<file path="config.mk">
export PLATFORM = sky130hd
export DESIGN_NAME = pda_fifo
export DESIGN_NICKNAME = d
export VERILOG_FILES = /design/src/hdl/pda_pkg.sv /design/src/hdl/pda_fifo.sv
export SDC_FILE = /design/constraint.sdc
export NUM_CORES = 1
export LEC_CHECK = 0
export BUFFER_PORTS_ARGS = -buffer_cell sky130_fd_sc_hd__clkbuf_2
export CORE_UTILIZATION = 52
export DETAILED_ROUTE_END_ITERATION = 7
export GPL_ROUTABILITY_DRIVEN = 0
export PLACE_DENSITY = 0.89
export SYNTH_ARGS = -nofsm -noshare
export SYNTH_HDL_FRONTEND = slang
export SYNTH_SLANG_ARGS = --single-unit
</file>
<file path="constraint.sdc">
create_clock -name clk -period 7.1 [get_ports clk]
set_clock_uncertainty 0.05 [all_clocks]
set_input_delay 0.355 -clock clk [delete_from_list [all_inputs] [get_ports clk]]
set_output_delay 0.355 -clock clk [all_outputs]
set_load 0.03 [all_outputs]
</file>
<file path="src/hdl/pda_pkg.sv">
`timescale 1ns / 1ps
// ---------------------------------------------------------------------------
// pda_pkg
// Shared widths, codes, types and constants of the periodic dipole accumulator.
// ---------------------------------------------------------------------------
package pda_pkg;

	localparam int COORD_W    = 24;
	localparam int ACC_W      = 48;
	localparam int OUT_W      = 48;
	localparam int BOX_W      = 23;
	localparam int CHARGE_W   = 16;
	localparam int NUM_AXES   = 3;
	localparam int DIFF_W     = COORD_W + 1;
	localparam int MAG_W      = COORD_W;
	localparam int PROD_W     = DIFF_W + CHARGE_W;
	localparam int SHIFT_W    = MAG_W + BOX_W;
	localparam int FOLD_SPC   = 4;
	localparam int FOLD_CYC   = (MAG_W + FOLD_SPC - 1) / FOLD_SPC;
	localparam int FOLD_CNT_W = $clog2(FOLD_CYC + 1);
	localparam int FIFO_DEPTH = 2;
	localparam int FIFO_PTR_W = $clog2(FIFO_DEPTH);
	localparam int FIFO_CNT_W = $clog2(FIFO_DEPTH + 1);
	localparam int ADDR_W     = 4;
	localparam int DATA_W     = 32;

	localparam logic [BOX_W-1:0]           BOX_RESET    = BOX_W'(409600);
	localparam logic signed [CHARGE_W-1:0] WANNIER_Q    = -CHARGE_W'(2048);
	localparam logic                       KIND_WANNIER = 1'b1;

	typedef enum logic [1:0] {
		REG_BOX_X = 2'd0,
		REG_BOX_Y = 2'd1,
		REG_BOX_Z = 2'd2
	} reg_idx_t;

	typedef struct packed {
		logic                       kind;
		logic signed [COORD_W-1:0]  pos_x;
		logic signed [COORD_W-1:0]  pos_y;
		logic signed [COORD_W-1:0]  pos_z;
		logic signed [CHARGE_W-1:0] charge;
		logic signed [COORD_W-1:0]  com_x;
		logic signed [COORD_W-1:0]  com_y;
		logic signed [COORD_W-1:0]  com_z;
		logic                       last;
	} in_item_t;

	typedef struct packed {
		logic signed [OUT_W-1:0] dipole_x;
		logic signed [OUT_W-1:0] dipole_y;
		logic signed [OUT_W-1:0] dipole_z;
	} out_item_t;

	// one classified point: sign and magnitude of pos - com per axis
	typedef struct packed {
		logic [NUM_AXES-1:0]            neg;
		logic [NUM_AXES-1:0][MAG_W-1:0] mag;
		logic signed [CHARGE_W-1:0]     q;
		logic                           last;
	} work_item_t;

	typedef logic [NUM_AXES-1:0][BOX_W-1:0] box_set_t;

endpackage

</file>
<file path="src/hdl/pda_fifo.sv">
`timescale 1ns / 1ps
// ---------------------------------------------------------------------------
// pda_fifo
// Two-entry queue of classified points between front and back.
// ---------------------------------------------------------------------------
module pda_fifo (
	input  logic                clk,
	input  logic                arst_n,
	input  logic                push,
	input  pda_pkg::work_item_t push_data,
	output logic                full,
	input  logic                pop,
	output pda_pkg::work_item_t pop_data,
	output logic                empty
);

	pda_pkg::work_item_t                 mem [pda_pkg::FIFO_DEPTH];
	logic [pda_pkg::FIFO_PTR_W-1:0]      wr_ptr_q;
	logic [pda_pkg::FIFO_PTR_W-1:0]      rd_ptr_q;
	logic [pda_pkg::FIFO_CNT_W-1:0]      count_q;

	assign full     = (count_q == pda_pkg::FIFO_CNT_W'(pda_pkg::FIFO_DEPTH));
	assign empty    = (count_q == '0);
	assign pop_data = mem[rd_ptr_q];

	always_ff @(posedge clk) begin
		if (push) begin
			mem[wr_ptr_q] <= push_data;
		end
	end

	always_ff @(posedge clk or negedge arst_n) begin
		if (!arst_n) begin
			wr_ptr_q <= '0;
			rd_ptr_q <= '0;
			count_q  <= '0;
		end else begin
			if (push) begin
				wr_ptr_q <= (wr_ptr_q == pda_pkg::FIFO_PTR_W'(pda_pkg::FIFO_DEPTH - 1))
					? '0 : wr_ptr_q + 1'b1;
			end
			if (pop) begin
				rd_ptr_q <= (rd_ptr_q == pda_pkg::FIFO_PTR_W'(pda_pkg::FIFO_DEPTH - 1))
					? '0 : rd_ptr_q + 1'b1;
			end
			if (push && !pop) begin
				count_q <= count_q + 1'b1;
			end else if (pop && !push) begin
				count_q <= count_q - 1'b1;
			end
		end
	end

endmodule

</file>
==> impl_metrics.yaml <==
worst_setup_path:
  crit_path_start_kind: "flop"
  timing.critical_path.to: "pop_data[83]"
  regToRegEndpoint: "mem[1][7]"
  worst-r2r-cell-count: 2
  timing.reg2reg.setup_slack_ns: 5.10
  crit_path_max_fanout: 51
  crit-reg2reg-launch: "wr_ptr_q"
  worst_setup_path_startpoint: "rd_ptr_q"
  required_time_of_the_worst_setup_path_ns: 6.69
  arrival_ns: 2.73
  setup.worst_path.end_class: "output pin"
  critical_path_class: "reg -> out"
route:
  detail_route.vias_per_cell: 5.00
  total_routed_length_mm: 11.9
  detail-route-antenna-nets: 0
  detailedRoute.firstPassIterationCount: 5
  post-route-drc-count: 0
  drt_iter0_markers: 239
  post_drt_wl_per_cell_um: 17.1
  vias: 3462
placed_design:
  cell_count_after_placement: 660
  io_buffers: 189
  dp_slack_ns: 4.38
  dp_hpwl_mm: 7.76
grt:
  global_route_track_usage_on_met1_pct: 19.3
  antenna_found_initial: 0
  global_route.usage.total_pct: 17.4
  grt_most_used_layer: "met2"
  largest_net_degree_at_the_start_of_global_routing: 93
  grt.met2_usage_pct: 29.7
  number_of_global_route_vias_before_repair: 3653
  grt_use_met3_pct: 6.85
  grt_first_pass_wirelength_mm: 18.3
  global_route.overflow_total: 0
floorplan:
  core_area_um2: 13300
  die_width_um: 119
  num_io_pins: 190
  fp.dieArea_um2: 14100
  row_count: 42
  start_util_pct: 53.5
  die_height_um: 119
power:
  reported_leakage_power_nw: 3.60
  combinationalPowerShare_pct: 34.0
  vdd.ir_drop.worst_v: 0.000323
  share_clk_of_total_power_pct: 26.0
  power_density_nw_per_um2: 449
  cell_internal_pwr_mw: 2.64
  switching_share_pct: 33.7
  switching_power_mw: 1.34
  p_seq_share_pct: 40.0
cells_and_area:
  final-instance-count-excl-fill: 693
  design.final.nets: 601
  share_of_final_layout_standard_cells_stronger_than_drive_strength_1_pct: 61.5
  synthesis_to_layout_area_growth_pct: 25.0
  fillerInstances: 883
  antenna_cells: 0
clock_network:
  tritoncts: "done"
  root_buffer: "sky130_fd_sc_hd__clkbuf_16"
  post_cts.repair.setup_buffers: 0
  cts.path.max_buffers: 2
  number_of_levels_in_the_clock_h_tree: 4
  clkSlewWorstSetupHoldPaths_ns: 0.07
  clk_latency_worst_skew_pair_ns: 0.42
  cts_resized: 0
  ctsHoldBuffers: 1
  cts_buffers: 17
  tritoncts_num_sinks: 188
synth:
  synth_fp_nets: 399
  syn_area_per_cell_um2: 23.5
  syn_area_um2: 7110
  seq_area_frac_synth_pct: 79.2
  synthDominantAreaCellType: "sky130_fd_sc_hd__edfxtp_1"
  post_synth_main_area_contributors: "sky130_fd_sc_hd__edfxtp_1 78%, sky130_fd_sc_hd__mux2_4 15%, sky130_fd_sc_hd__mux2_2 3.5%, sky130_fd_sc_hd__dfrtp_1 1.4%, sky130_fd_sc_hd__buf_6 1.1%"
  synth_largest_type_area_fraction_pct: 77.7
  synth.ff_latch_count: 188
  syn_inst: 302
  synth-warning-count: 0
  synth.distinct_cells: 14
sta:
  rsz0062_at_grt: "false"
  final_hold_viol_count: 0
  final.min_clock_period_ns: 3.14
  timing.slew.headroom_pct: 18.8
  fin_tns_setup_ns: 0
  finalSetupViolCount: 0
  maxSlewViolCount: 0
  timing_worst_slew_pin_value_ns: 1.22
  maxClockFrequency_mhz: 319
  minimum_setup_slack_in_the_final_design_ns: 3.96
  final.period_utilization_pct: 44.2
job:
  maxCapViolCount: 0
status:
  outcome: "finished, final reports clean"
min_path:
  hp-class: "in -> reg"
==> layout by cell type, fill, tap and decap left out, drive strengths merged <==
master,count
clkbuf,206
edfxtp,184
mux2,92
inv,7
bufinv,5
xor2,4
dfrtp,4
buf,3
nor2,2
clkinvlp,2
nor2b,2
clkinv,2
and2,1
xnor2,1
ha,1
dlygate4sd3,1
==> through the flow <==
step	utilization, %	power [mW]	hold WS [ns]	area [um^2]
detailed placement	61.8	2.99	0.123	8210
floorplan	-	2.69	0.00941	7110
global route	66.8	4.13	0.0397	8880
finish	66.8	3.98	0.0666	8880
CTS	66.8	4.03	0.0414	8880
global placement	61.8	2.95	0.113	8210
==> kinds of logic after synthesis <==
| group | Yosys count | synth area share (%) |
|---|---|---|
| adder cells (fa/ha/maj) | 1 | 0.176 |
| flip-flops | 188 | 79.2 |
| XOR/XNOR | 5 | 0.616 |
| AND/OR/NAND/NOR | 5 | 0.370 |
| buffers and inverters | 11 | 1.41 |
| multiplexers | 92 | 18.3 |
==> critical path: stages (launching register included) <==
cell,delay [ns]
sky130_fd_sc_hd__dfrtp_4,0.87
sky130_fd_sc_hd__buf_4,0.82
sky130_fd_sc_hd__mux2_2,0.42
sky130_fd_sc_hd__clkbuf_2,0.18
==> power groups by stage <==
stage	clock [mW]	sequential (mW)	combinational, mW
final	1.04	1.59	1.35
after detailed placement	0	1.62	1.37
after global routing	1.10	1.62	1.42
after floorplan	0	1.56	1.13
after CTS	1.06	1.60	1.37
after global placement	0	1.60	1.34
==> sequential cells by signal, summed over array words and instances, names as in the netlist <==
signal    flops
count_q       2
mem         184
rd_ptr_q      1
wr_ptr_q      1
==> Yosys cell counts <==
cell and instances:
sky130_fd_sc_hd__xor2_1 4, sky130_fd_sc_hd__nor2b_1 2, sky130_fd_sc_hd__dfrtp_1 4, sky130_fd_sc_hd__xnor2_1 1
sky130_fd_sc_hd__buf_2 2, sky130_fd_sc_hd__buf_6 7, sky130_fd_sc_hd__inv_1 1, sky130_fd_sc_hd__and2_1 1
sky130_fd_sc_hd__nor2_1 2, sky130_fd_sc_hd__buf_4 1, sky130_fd_sc_hd__mux2_2 22, sky130_fd_sc_hd__ha_1 1
sky130_fd_sc_hd__edfxtp_1 184, sky130_fd_sc_hd__mux2_4 70
==> worst min-delay path by stage <==
| stage | to | depth (start not counted) | slack, ns | start |
|---|---|---|---|---|
| 2_1_floorplan | count_q[0] | 0 | 0.009 | arst_n |
| 3_3_place_gp | wr_ptr_q | 1 | 0.11 | arst_n |
| 3_5_place_dp | wr_ptr_q | 1 | 0.12 | arst_n |
| 4_1_cts | mem[0][68] | 1 | 0.04 | push_data[68] |
| 5_1_grt | mem[1][68] | 1 | 0.04 | push_data[68] |
| 6_report | mem[0][76] | 1 | 0.07 | push_data[76] |
==> final cells by class <==
type                            count  area (um^2)  area share [%]
Inverter                            1         3.75          0.0423
Tap cell                          176          220            2.48
Clock inverter                     15          233            2.62
Clock buffer                       17          425            4.79
Timing Repair Buffer              193          978            11.0
Sequential cell                   188         5630            63.4
Multi-Input combinational cell    103         1390            15.7
==> metal layers <==
metal,routed length [um],up-vias,share of wire (%)
li1,-,1604,-
met1,4570,1698,38
met2,6230,143,52
met3,841,17,7.1
met4,235,0,2.0
met5,0,-,0
No activity file was read; power rests on OpenSTA's default activity.
