<file path="src/hdl/pda_pkg.sv">
`timescale 1ns / 1ps
// ---------------------------------------------------------------------------
// pda_pkg
// Shared widths, codes, types and constants of the periodic dipole accumulator.
// ---------------------------------------------------------------------------
package pda_pkg;

	localparam int COORD_W    = 24;
	localparam int ACC_W      = 48;
	localparam int OUT_W      = 48;
	localparam int BOX_W      = 23;
	localparam int CHARGE_W   = 16;
	localparam int NUM_AXES   = 3;
	localparam int DIFF_W     = COORD_W + 1;
	localparam int MAG_W      = COORD_W;
	localparam int PROD_W     = DIFF_W + CHARGE_W;
	localparam int SHIFT_W    = MAG_W + BOX_W;
	localparam int FOLD_SPC   = 4;
	localparam int FOLD_CYC   = (MAG_W + FOLD_SPC - 1) / FOLD_SPC;
	localparam int FOLD_CNT_W = $clog2(FOLD_CYC + 1);
	localparam int FIFO_DEPTH = 2;
	localparam int FIFO_PTR_W = $clog2(FIFO_DEPTH);
	localparam int FIFO_CNT_W = $clog2(FIFO_DEPTH + 1);
	localparam int ADDR_W     = 4;
	localparam int DATA_W     = 32;

	localparam logic [BOX_W-1:0]           BOX_RESET    = BOX_W'(409600);
	localparam logic signed [CHARGE_W-1:0] WANNIER_Q    = -CHARGE_W'(2048);
	localparam logic                       KIND_WANNIER = 1'b1;

	typedef enum logic [1:0] {
		REG_BOX_X = 2'd0,
		REG_BOX_Y = 2'd1,
		REG_BOX_Z = 2'd2
	} reg_idx_t;

	typedef struct packed {
		logic                       kind;
		logic signed [COORD_W-1:0]  pos_x;
		logic signed [COORD_W-1:0]  pos_y;
		logic signed [COORD_W-1:0]  pos_z;
		logic signed [CHARGE_W-1:0] charge;
		logic signed [COORD_W-1:0]  com_x;
		logic signed [COORD_W-1:0]  com_y;
		logic signed [COORD_W-1:0]  com_z;
		logic                       last;
	} in_item_t;

	typedef struct packed {
		logic signed [OUT_W-1:0] dipole_x;
		logic signed [OUT_W-1:0] dipole_y;
		logic signed [OUT_W-1:0] dipole_z;
	} out_item_t;

	// one classified point: sign and magnitude of pos - com per axis
	typedef struct packed {
		logic [NUM_AXES-1:0]            neg;
		logic [NUM_AXES-1:0][MAG_W-1:0] mag;
		logic signed [CHARGE_W-1:0]     q;
		logic                           last;
	} work_item_t;

	typedef logic [NUM_AXES-1:0][BOX_W-1:0] box_set_t;

endpackage

</file>
<file path="src/hdl/pda_front.sv">
`timescale 1ns / 1ps
// ---------------------------------------------------------------------------
// pda_front
// Classifies a request: charge selection and per-axis offset from the centre.
// ---------------------------------------------------------------------------
module pda_front (
	input  pda_pkg::in_item_t   item,
	output pda_pkg::work_item_t work
);

	logic signed [pda_pkg::COORD_W-1:0] pos  [pda_pkg::NUM_AXES];
	logic signed [pda_pkg::COORD_W-1:0] com  [pda_pkg::NUM_AXES];
	logic signed [pda_pkg::DIFF_W-1:0]  diff [pda_pkg::NUM_AXES];
	logic signed [pda_pkg::DIFF_W-1:0]  absd [pda_pkg::NUM_AXES];

	always_comb begin
		pos[0] = item.pos_x;
		pos[1] = item.pos_y;
		pos[2] = item.pos_z;
		com[0] = item.com_x;
		com[1] = item.com_y;
		com[2] = item.com_z;
		for (int a = 0; a < pda_pkg::NUM_AXES; a++) begin
			diff[a] = pda_pkg::DIFF_W'(pos[a]) - pda_pkg::DIFF_W'(com[a]);
			absd[a] = diff[a][pda_pkg::DIFF_W-1] ? -diff[a] : diff[a];
			work.neg[a] = diff[a][pda_pkg::DIFF_W-1];
			// |pos - com| never reaches 2^COORD_W
			work.mag[a] = absd[a][pda_pkg::MAG_W-1:0];
		end
		work.q    = (item.kind == pda_pkg::KIND_WANNIER) ? pda_pkg::WANNIER_Q : item.charge;
		work.last = item.last;
	end

endmodule

</file>
<file path="config.mk">
export PLATFORM = sky130hd
export DESIGN_NAME = pda_front
export DESIGN_NICKNAME = d
export VERILOG_FILES = /design/src/hdl/pda_pkg.sv /design/src/hdl/pda_front.sv
export SDC_FILE = /design/constraint.sdc
export NUM_CORES = 1
export LEC_CHECK = 0
export ABC_AREA = 1
export BUFFER_PORTS_ARGS = -buffer_cell sky130_fd_sc_hd__buf_2
export CAP_MARGIN = 40
export CORE_MARGIN = 2
export CORE_UTILIZATION = 54
export DETAILED_ROUTE_END_ITERATION = 12
export GPL_TIMING_DRIVEN = 0
export PLACE_DENSITY = 0.85
export SETUP_SLACK_MARGIN = 0.05
export SLEW_MARGIN = 20
export SYNTH_ARGS = -nofsm -noshare
export SYNTH_HDL_FRONTEND = slang
export SYNTH_SLANG_ARGS = --single-unit
</file>
<file path="constraint.sdc">
create_clock -name vclk -period 3.2
set_input_delay 0.32 -clock vclk [all_inputs]
set_output_delay 0.32 -clock vclk [all_outputs]
set_load 0.005 [all_outputs]
</file>
==> summary.txt, run 1 <==
Outcome
  – Outcome: finished, final reports clean

Finish
  – Area growth from synthesis to layout: 25.7%
  – Clkbuf count: 0
  – Reg area: 0 µm²
  – Fill cell instance count of the final layout: 1260
  – Multi-input gate area: about 6300 µm²
  – Fin nets: around 2000
  – Share of cells above drive strength 1: 23.1%
  – Commonest non-fill, non-tap cell in the layout: nand2_1
  – Most frequent cells in the layout: nand2_1, inv_1, buf_2
  – Ant. Diodes: 0
  – Sequential cells: 0

Detailed routing
  – DR pass1 iterations: 5
  – Vias per std cell: just over 5
  – ANT nets after route: 0
  – Starting DRC count in detailed routing: 609
  – Routed WL per cell: 12.1 µm
  – Routed via count: slightly below 10000
  – Number of remaining DRC errors: 0
  – Total wire length: between 20000 and 25000 µm

Synthesis
  – Leading area contributor after synthesis: nand2_1
  – Syn_nets: 1692
  – Compound-gate portion of the synthesized area: 10.8%
  – Post-Syn Area: approximately 7300 µm²
  – Synth top area cells: nand2_1, inv_1, ha_1
  – Sequential area share after synthesis: 0%
  – Largest family of logic cells by synthesized area: simple AND/OR/NAND/NOR gates
  – Fraction of synthesized cell area in xor and xnor cells: 7.68%
  – Synth cell types: 40
  – Mapped Avg Cell Area: 5.01 µm²
  – Mapped Cells: 1452
  – Synth Area in Adders: 13.7%
  – Post-synthesis mux area share: 0%
  – Synth warn: 0
  – Post-synthesis simple-gate area fraction: 51.4%
  – Synth top area share: 25.1%

Timing
  – Final Slew Violations: 0
  – Worst Max-Slew Pin Slew: 474 ps
  – Slew headroom: 68.0%
  – Min Tclk post-route: 3060 ps
  – Final Hold Vio Count: 0
  – RSZ-0062 raised after global routing: yes
  – Fmax: 327 MHz
  – Tcrit/Tclk final: 95.5%
  – Final Setup Violations: 0
  – Hold WS: a little over 800 ps
  – Setup ws final: 144 ps

Hold path
  – Hold endpoint: work[0]
  – Min-delay src: item[0]
  – Hold WC Path Type: in2out
  – Hold depth: 2

GRT
  – First-pass GRT wire length: 35900 µm
  – Initial antenna violation count: 0
  – Largest net degree at the start of global routing: 11
  – Total gr overflow: 0
  – Vias in the first global route: 8331
  – GRT Total Usage: 29.1%

Placement
  – Dpl ws: -58.0 ps
  – RePlAce Congestion: 0.997
  – IO buf count: 253
  – DP HPWL: about 20000 µm

Pwr
  – Final Power: 2.43 mW
  – Pwr dens: between 200 and 300 nW/µm²
  – VDD IR max: 0.000133 V
  – Leak: about 5.7 nW

Setup path
  – Critical path data arrival time: 2740 ps
  – Slowest cell on crit path: ha_1
  – Peak fanout along the critical path: 10
  – Kind of critical path: in2out
  – Worst Setup Start Kind: input port
  – Most used cell along the critical path: nand2_1
  – CP endpoint kind: primary output
  – Crit path cell chain: buf_2, inv_1, ha_1, nand2_1, inv_1, a21oi_1, nand2_2, nand3_2, nand2_2, a21o_1, nand2_1, nand2_4, inv_4, buf_6, nand2_1, xor2_1, buf_2
  – Max stage delay on crit path: 370 ps
  – CP required: 2880 ps

Die
  – Die Ht: 120 µm
  – DIE AREA: 14400 µm²
  – Num rows: 42
  – Initial core utilization: 55.2%
  – Core ar.: 13200 µm²
  – IO Pins: 254
  – Die Wd: between 100 and 150 µm

Clock network
  – Hold_buf cts: 0

Job
  – Max Cap Viol: 0
## metrics by stage
stage / instances / instance area [µm²] / setup TNS [ps] / utilization, %
after floorplan: 1452 / 7280 / 0 / -
after global placement: 1881 / 8770 / 0 / 66.5
after detailed placement: 1881 / 8770 / -151 / 66.5
after CTS: 1884 / 8840 / 0 / 67.1
after global routing: 1899 / 9150 / 0 / 69.4
final: 1899 / 9150 / 0 / 69.4
## critical path: cells and delay by family
family | cells | cell delay [ps]
AND/OR/NAND/NOR | 7 | 720
buffers and inverters | 6 | 630
AO/OA/AOI/OAI | 2 | 490
adder cells (fa/ha/maj) | 1 | 370
XOR/XNOR | 1 | 210
## how the worst max path moves through the flow
| stage | to | startpoint | depth (start not counted) | slack [ps] |
|---|---|---|---|---|
| after global placement | work[33] | item[49] | 20 | 8 |
| final | work[54] | item[31] | 17 | 140 |
| after floorplan | work[77] | item[89] | 16 | 580 |
| after detailed placement | work[33] | item[49] | 20 | -60 |
| after global routing | work[84] | item[1] | 18 | 3 |
| after CTS | work[38] | item[137] | 20 | 70 |
## logic make-up after synthesis
logic type	Yosys count
xor+xnor	60
buf+inv	308
simple gates	863
compound gates	143
fa+ha+maj	78
## cell usage after synthesis (all sizes together) (13+ instances only)
library cell	instances
o21ai	53
nor3	15
xnor2	13
xor2	47
nor2	147
nand3	120
ha	75
a21oi	82
nand4	40
nand3b	16
nand2	510
inv	300
## power breakdown
part / total, mW / internal [mW] / switching [mW]
registers: 0 / 0 / 0
clock network: 0 / 0 / 0
logic: 2.43 / 0.968 / 1.47
total: 2.43 / 0.968 / 1.47
## what timing repair did
item / 4_1_cts / 5_1_grt
resized for setup: 13 / 59
endpoints found under the setup margin: 22 / 56
cloned: 0 / 2
pin swaps: 7 / 20
setup buffers: 3 / 13
## layout make-up
type	count	share of cell area, %
multi-input cells	1144	69.0
well taps	176	2.41
inverters	300	12.3
plain buffers	8	0.861
repair buffers	271	15.4
## metal layers
metal | global-route usage [%] | vias up | routed length, µm
met5 | 0 | - | 0
met4 | 6.10 | 0 | 502
met3 | 2.04 | 46 | 1450
met2 | 50.6 | 367 | 10800
met1 | 39.2 | 4312 | 10200
li1 | - | 5079 | -
Note: power is estimated with default switching activity, not from simulation.
==> run 2: changes to the inputs <==
--- a/config.mk
+++ b/config.mk
@@ -8,11 +8,13 @@
 export ABC_AREA = 1
 export BUFFER_PORTS_ARGS = -buffer_cell sky130_fd_sc_hd__buf_2
 export CAP_MARGIN = 40
+export CELL_PAD_IN_SITES_DETAIL_PLACEMENT = 1
+export CELL_PAD_IN_SITES_GLOBAL_PLACEMENT = 2
 export CORE_MARGIN = 2
-export CORE_UTILIZATION = 54
+export CORE_UTILIZATION = 25
 export DETAILED_ROUTE_END_ITERATION = 12
 export GPL_TIMING_DRIVEN = 0
-export PLACE_DENSITY = 0.85
+export PLACE_DENSITY_LB_ADDON = 0.1
 export SETUP_SLACK_MARGIN = 0.05
 export SLEW_MARGIN = 20
 export SYNTH_ARGS = -nofsm -noshare
==> summary.txt, run 2 (synthesis gave the netlist of run 1 again) <==
Outcome
  – Outcome: finished, final reports clean

Die
  – Initial core utilization: 25.4%
  – DIE AREA: just over 30000 µm²
  – IO Pins: between 200 and 300
  – Die Wd: 175 µm
  – Die Ht: 175 µm
  – Core ar.: 28700 µm²
  – Num rows: 62

Detailed routing
  – DRT met1 WL: 14500 µm
  – Met2 wire length: 13700 µm
  – Vias per std cell: 4.53
  – Routed via count: between 9000 and 10000
  – DR pass1 iterations: 4
  – WL met3: ~1100 µm
  – ANT nets after route: 0
  – Total wire length: 29300 µm
  – Routed WL per cell: 13.8 µm
  – Top Layer Used: met4
  – Starting DRC count in detailed routing: 298
  – Number of remaining DRC errors: 0

Pwr
  – Int Power: 1.13 mW
  – Clock share of power: 0%
  – Leak: 5.95 nW
  – Switching part of the total power: 59.4%
  – Combinational Power Share: 100.0%
  – P_sw: 1.65 mW
  – VDD IR max: 0.0000768 V
  – Pwr dens: 269 nW/µm²
  – Seq pwr share: 0%

Hold path
  – Hold depth: 2
  – Hold endpoint: work[0]
  – Hold WC Path Type: in2out
  – Min-delay src: item[0]

Finish
  – Share of cells above drive strength 1: 30.9%
  – Most frequent cells in the layout: nand2_1, inv_1, buf_2
  – Clkbuf count: 0
  – Commonest non-fill, non-tap cell in the layout: nand2_1
  – Multi-input gate area: 6940 µm²
  – Reg area: 0 µm²
  – Final Cell Area: 10300 µm²
  – Sequential cells: 0
  – Fill cell instance count of the final layout: 4040
  – Area growth from synthesis to layout: 41.9%
  – Ant. Diodes: 0
  – Fin nets: 1989
  – Fin cells: 2131

Setup path
  – Kind of critical path: in2out
  – Peak fanout along the critical path: 8
  – CP top delay family: simple AND/OR/NAND/NOR gates
  – Slowest cell on crit path: fa_2
  – Critical path data arrival time: between 2000 and 3000 ps
  – Buf/Inv on CP: 5
  – Worst Setup Start Kind: input port
  – Crit path cell chain: buf_8, inv_4, ha_4, fa_2, inv_2, nand2_4, o21ai_4, buf_4, xor2_4, nor2_2, nand3_4, nor3_4, nand3_2, nand2_4, nand2_4, xor2_4, buf_2
  – Max stage delay on crit path: 400 ps
  – CP endpoint kind: primary output
  – Most used cell along the critical path: nand2_4
  – CP required: 2880 ps

Timing
  – Final Hold Vio Count: 0
  – Fmax: ~330 MHz
  – Slew headroom: 73.0%
  – Final Setup Violations: 0
  – Final Slew Violations: 0
  – RSZ-0062 raised after global routing: yes
  – Min Tclk post-route: 3030 ps
  – Tcrit/Tclk final: 94.8%
  – Worst Max-Slew Pin Slew: 401 ps

GRT
  – Largest net degree at the start of global routing: 11
  – Total gr overflow: 0
  – Vias in the first global route: just under 10000
  – Initial antenna violation count: 0
  – First-pass GRT wire length: 46900 µm
  – GRT Total Usage: 18.3%

Placement
  – DP HPWL: ~26000 µm
  – Placed insts: around 2100
  – Area after DPL: 9030 µm²
  – RePlAce Congestion: a little over 0.8
  – IO buf count: about 250

Clock network
  – Hold_buf cts: 0

Job
  – Max Cap Viol: 0
==> run 2: timing repair <==
| item | 4_1_cts | 5_1_grt |
|---|---|---|
| gates resized for setup | 34 | 204 |
| setup endpoints to repair | 41 | 62 |
| pin swaps | 8 | 63 |
| cloned | 1 | 3 |
| setup buffers | 7 | 31 |
==> run 2: layout make-up <==
| cell class | instances | area share, % |
|---|---|---|
| Multi-Input combinational cell | 1144 | 67.2 |
| Timing Repair Buffer | 295 | 16.3 |
| Inverter | 300 | 11.0 |
| Tap cell | 384 | 4.65 |
| Buffer | 8 | 0.884 |
==> run 2: how the worst max path moves through the flow <==
stage,startpoint,cells after the start,slack (ps),endpoint
floorplan,item[89],16,580,work[77]
global placement,item[49],19,-180,work[35]
detailed placement,item[49],19,-160,work[35]
CTS,item[25],17,80,work[64]
global route,item[52],19,10,work[39]
finish,item[137],17,170,work[35]
==> run 2: power by group through the flow <==
stage	Combinational [mW]	Clock, mW	Sequential [mW]
2_1_floorplan	1.51	0	0
3_3_place_gp	2.37	0	0
3_5_place_dp	2.40	0	0
4_1_cts	2.49	0	0
5_1_grt	3.13	0	0
6_report	2.78	0	0
==> run 2: metrics by stage <==
| stage | hold WS (ps) | TNS, ps | worst slack, ps | utilization, % | power, mW |
|---|---|---|---|---|---|
| after floorplan | 671 | 0 | 582 | - | 1.51 |
| after global placement | 808 | -1560 | -177 | 31.4 | 2.37 |
| after detailed placement | 810 | -1980 | -159 | 31.4 | 2.40 |
| after CTS | 810 | 0 | 77.6 | 32.2 | 2.49 |
| after global routing | 824 | 0 | 14.0 | 36.0 | 3.13 |
| final | 807 | 0 | 165 | 36.0 | 2.78 |
==> run 2: routing by layer <==
| metal | vias to the layer above | GRT usage, % |
|---|---|---|
| li1 | 5123 | - |
| met1 | 4364 | 26.1 |
| met2 | 171 | 32.0 |
| met3 | 4 | 1.35 |
| met4 | 0 | 0 |
| met5 | - | 0 |
==> run 3: changes to the inputs <==
--- a/config.mk
+++ b/config.mk
@@ -5,13 +5,12 @@
 export SDC_FILE = /design/constraint.sdc
 export NUM_CORES = 1
 export LEC_CHECK = 0
-export ABC_AREA = 1
 export BUFFER_PORTS_ARGS = -buffer_cell sky130_fd_sc_hd__buf_2
 export CAP_MARGIN = 40
 export CELL_PAD_IN_SITES_DETAIL_PLACEMENT = 1
 export CELL_PAD_IN_SITES_GLOBAL_PLACEMENT = 2
 export CORE_MARGIN = 2
-export CORE_UTILIZATION = 25
+export CORE_UTILIZATION = 26
 export DETAILED_ROUTE_END_ITERATION = 12
 export GPL_TIMING_DRIVEN = 0
 export PLACE_DENSITY_LB_ADDON = 0.1
==> summary.txt, run 3 <==
Outcome
  – Outcome: finished, violations left
  – Failing checks: negative setup slack

Die
  – IO Pins: ~250
  – Die Wd: 156 µm
  – Num rows: 55
  – Die Ht: 156 µm
  – Core ar.: 22700 µm²
  – Initial core utilization: 26.5%
  – DIE AREA: 24400 µm²

Setup path
  – CP endpoint kind: primary output
  – CP required: about 2900 ps
  – Crit path cell chain: buf_8, inv_8, ha_4, fa_2, nand2b_4, a211oi_4, o211ai_1, o311ai_2, a21bo_2, or4_4, or3_4, o31ai_4, xnor2_2, buf_2
  – Critical Path Start: item[89]
  – CP top delay family: compound AO/OA/AOI/OAI gates
  – Critical path data arrival time: approximately 3600 ps
  – Max stage delay on crit path: 510 ps
  – Worst Setup Start Kind: input port
  – Peak fanout along the critical path: 6
  – Kind of critical path: in2out
  – Slowest cell on crit path: or4_4
  – Buf/Inv on CP: 3

Detailed routing
  – Starting DRC count in detailed routing: between 150 and 200
  – Routed via count: 8165
  – Number of remaining DRC errors: 0
  – Routed WL per cell: 17.8 µm
  – Vias per std cell: 5.23
  – Total wire length: between 20000 and 30000 µm
  – ANT nets after route: 0
  – DR pass1 iterations: 6

Finish
  – Final Cell Area: 11300 µm²
  – Fin nets: 1519
  – Most frequent cells in the layout: buf_2, buf_4, inv_1
  – Multi-input gate area: a little under 8000 µm²
  – Commonest non-fill, non-tap cell in the layout: buf_2
  – Sequential cells: 0
  – Clkbuf count: 0
  – Reg area: 0 µm²
  – Area growth from synthesis to layout: 86.9%
  – Fin util: between 40% and 50%
  – Share of cells above drive strength 1: 54.9%
  – Fill cell instance count of the final layout: approximately 2800
  – Ant. Diodes: 0

Timing
  – RSZ-0062 raised after global routing: yes
  – Setup ws final: -693 ps
  – Fmax: 257 MHz
  – Tcrit/Tclk final: 122%
  – Final Setup Violations: 71
  – Min Tclk post-route: 3890 ps
  – Worst Max-Slew Pin Slew: 1050 ps
  – Final Hold Vio Count: 0
  – Final Slew Violations: 0
  – Setup TNS: -18890 ps
  – Slew headroom: 29.3%

Synthesis
  – Sequential area share after synthesis: 0%
  – Count leader, synth: inv_1
  – Mapped Avg Cell Area: between 6 and 7 µm²
  – Synth warn: 0
  – Syn_nets: 1145
  – Synth top area share: 15.6%
  – Leading area contributor after synthesis: ha_1
  – Mapped Cells: around 910
  – Synth cell types: 79
  – Post-Syn Area: around 6000 µm²
  – Synth top area cells: ha_1, xnor2_1, inv_1
  – Most frequent cells after synthesis: inv_1, ha_1, a21oi_1, nand2_1, xnor2_1

Placement
  – IO buf count: between 200 and 300
  – Area after DPL: 7920 µm²
  – DP HPWL: between 15000 and 20000 µm
  – RePlAce Congestion: 0.800

GRT
  – First-pass GRT wire length: 40500 µm
  – Vias in the first global route: around 8000
  – Total gr overflow: 0
  – Initial antenna violation count: 1
  – GRT Total Usage: 19.9%
  – Largest net degree at the start of global routing: 11

Hold path
  – Min-delay src: item[0]
  – Hold WC Path Type: in2out

Clock network
  – Hold_buf cts: 0

Pwr
  – Leak: 5.01 nW
  – VDD IR max: 0.000139 V
  – Pwr dens: ~300 nW/µm²

Job
  – Max Cap Viol: 0
run 3: cell count changes after synthesis, moves of 18 or more:
cell,previous run,this run
nand4_1,40,10
nor2_1,138,63
clkbuf_1,1,19
xnor2_1,12,66
nand2_1,487,74
nand2_2,22,0
nor2b_1,0,23
nand3_1,113,25
inv_1,296,101
a21o_1,2,24
run 3: kinds of logic after synthesis:
| kind of cell | Yosys count | share of synthesized area, % |
|---|---|---|
| buffers and inverters | 124 | 7.82 |
| AOI/OAI and AO/OA | 300 | 34.7 |
| and+or+nand+nor | 295 | 25.1 |
| adders and majority gates | 78 | 16.6 |
| muxes | 2 | 0.416 |
| xor gates and xnor gates | 106 | 15.4 |
run 3: path summary, 6_finish.rpt:
path | to | slack [ps] | cells past startpoint
max | work[88] | -690 | 14
min | work[0] | 810 | 2
run 3: timing repair:
action / 4_1_cts / 5_1_grt
gates cloned: 4 / 0
buffers inserted: 79 / 49
endpoints found under the setup margin: 72 / 72
pin swaps: 104 / 92
gates resized for setup: 326 / 158
run 3: power by group:
| part | internal, mW | leakage (nW) | switching, mW |
|---|---|---|---|
| registers | 0 | 0 | 0 |
| logic | 1.60 | 5.01 | 1.72 |
| clock network | 0 | 0 | 0 |
| total | 1.60 | 5.01 | 1.72 |
run 3: final cells by class:
type | instances | area share (%)
Multi-Input combinational cell | 781 | 69.2
Timing Repair Buffer | 380 | 22.4
Tap cell | 285 | 3.17
Buffer | 14 | 1.29
Inverter | 102 | 3.87
run 3: per-layer routing:
| metal | vias to the layer above | GRT usage, % | wire, µm |
|---|---|---|---|
| met1 | 3890 | 26.2 | 12200 |
| li1 | 4032 | - | - |
| met5 | - | 0 | 13 |
| met3 | 27 | 1.42 | 1150 |
| met4 | 2 | 0.961 | 343 |
| met2 | 214 | 37.1 | 14000 |
run 3: stage by stage:
stage | hold WS, ps | instances | worst slack (ps) | power (mW)
6_report | 809 | 1562 | -693 | 3.32
4_1_cts | 810 | 1518 | -600 | 2.86
5_1_grt | 813 | 1562 | -776 | 3.58
2_1_floorplan | 670 | 905 | -128 | 1.39
3_3_place_gp | 807 | 1443 | -977 | 2.16
3_5_place_dp | 810 | 1443 | -985 | 2.17
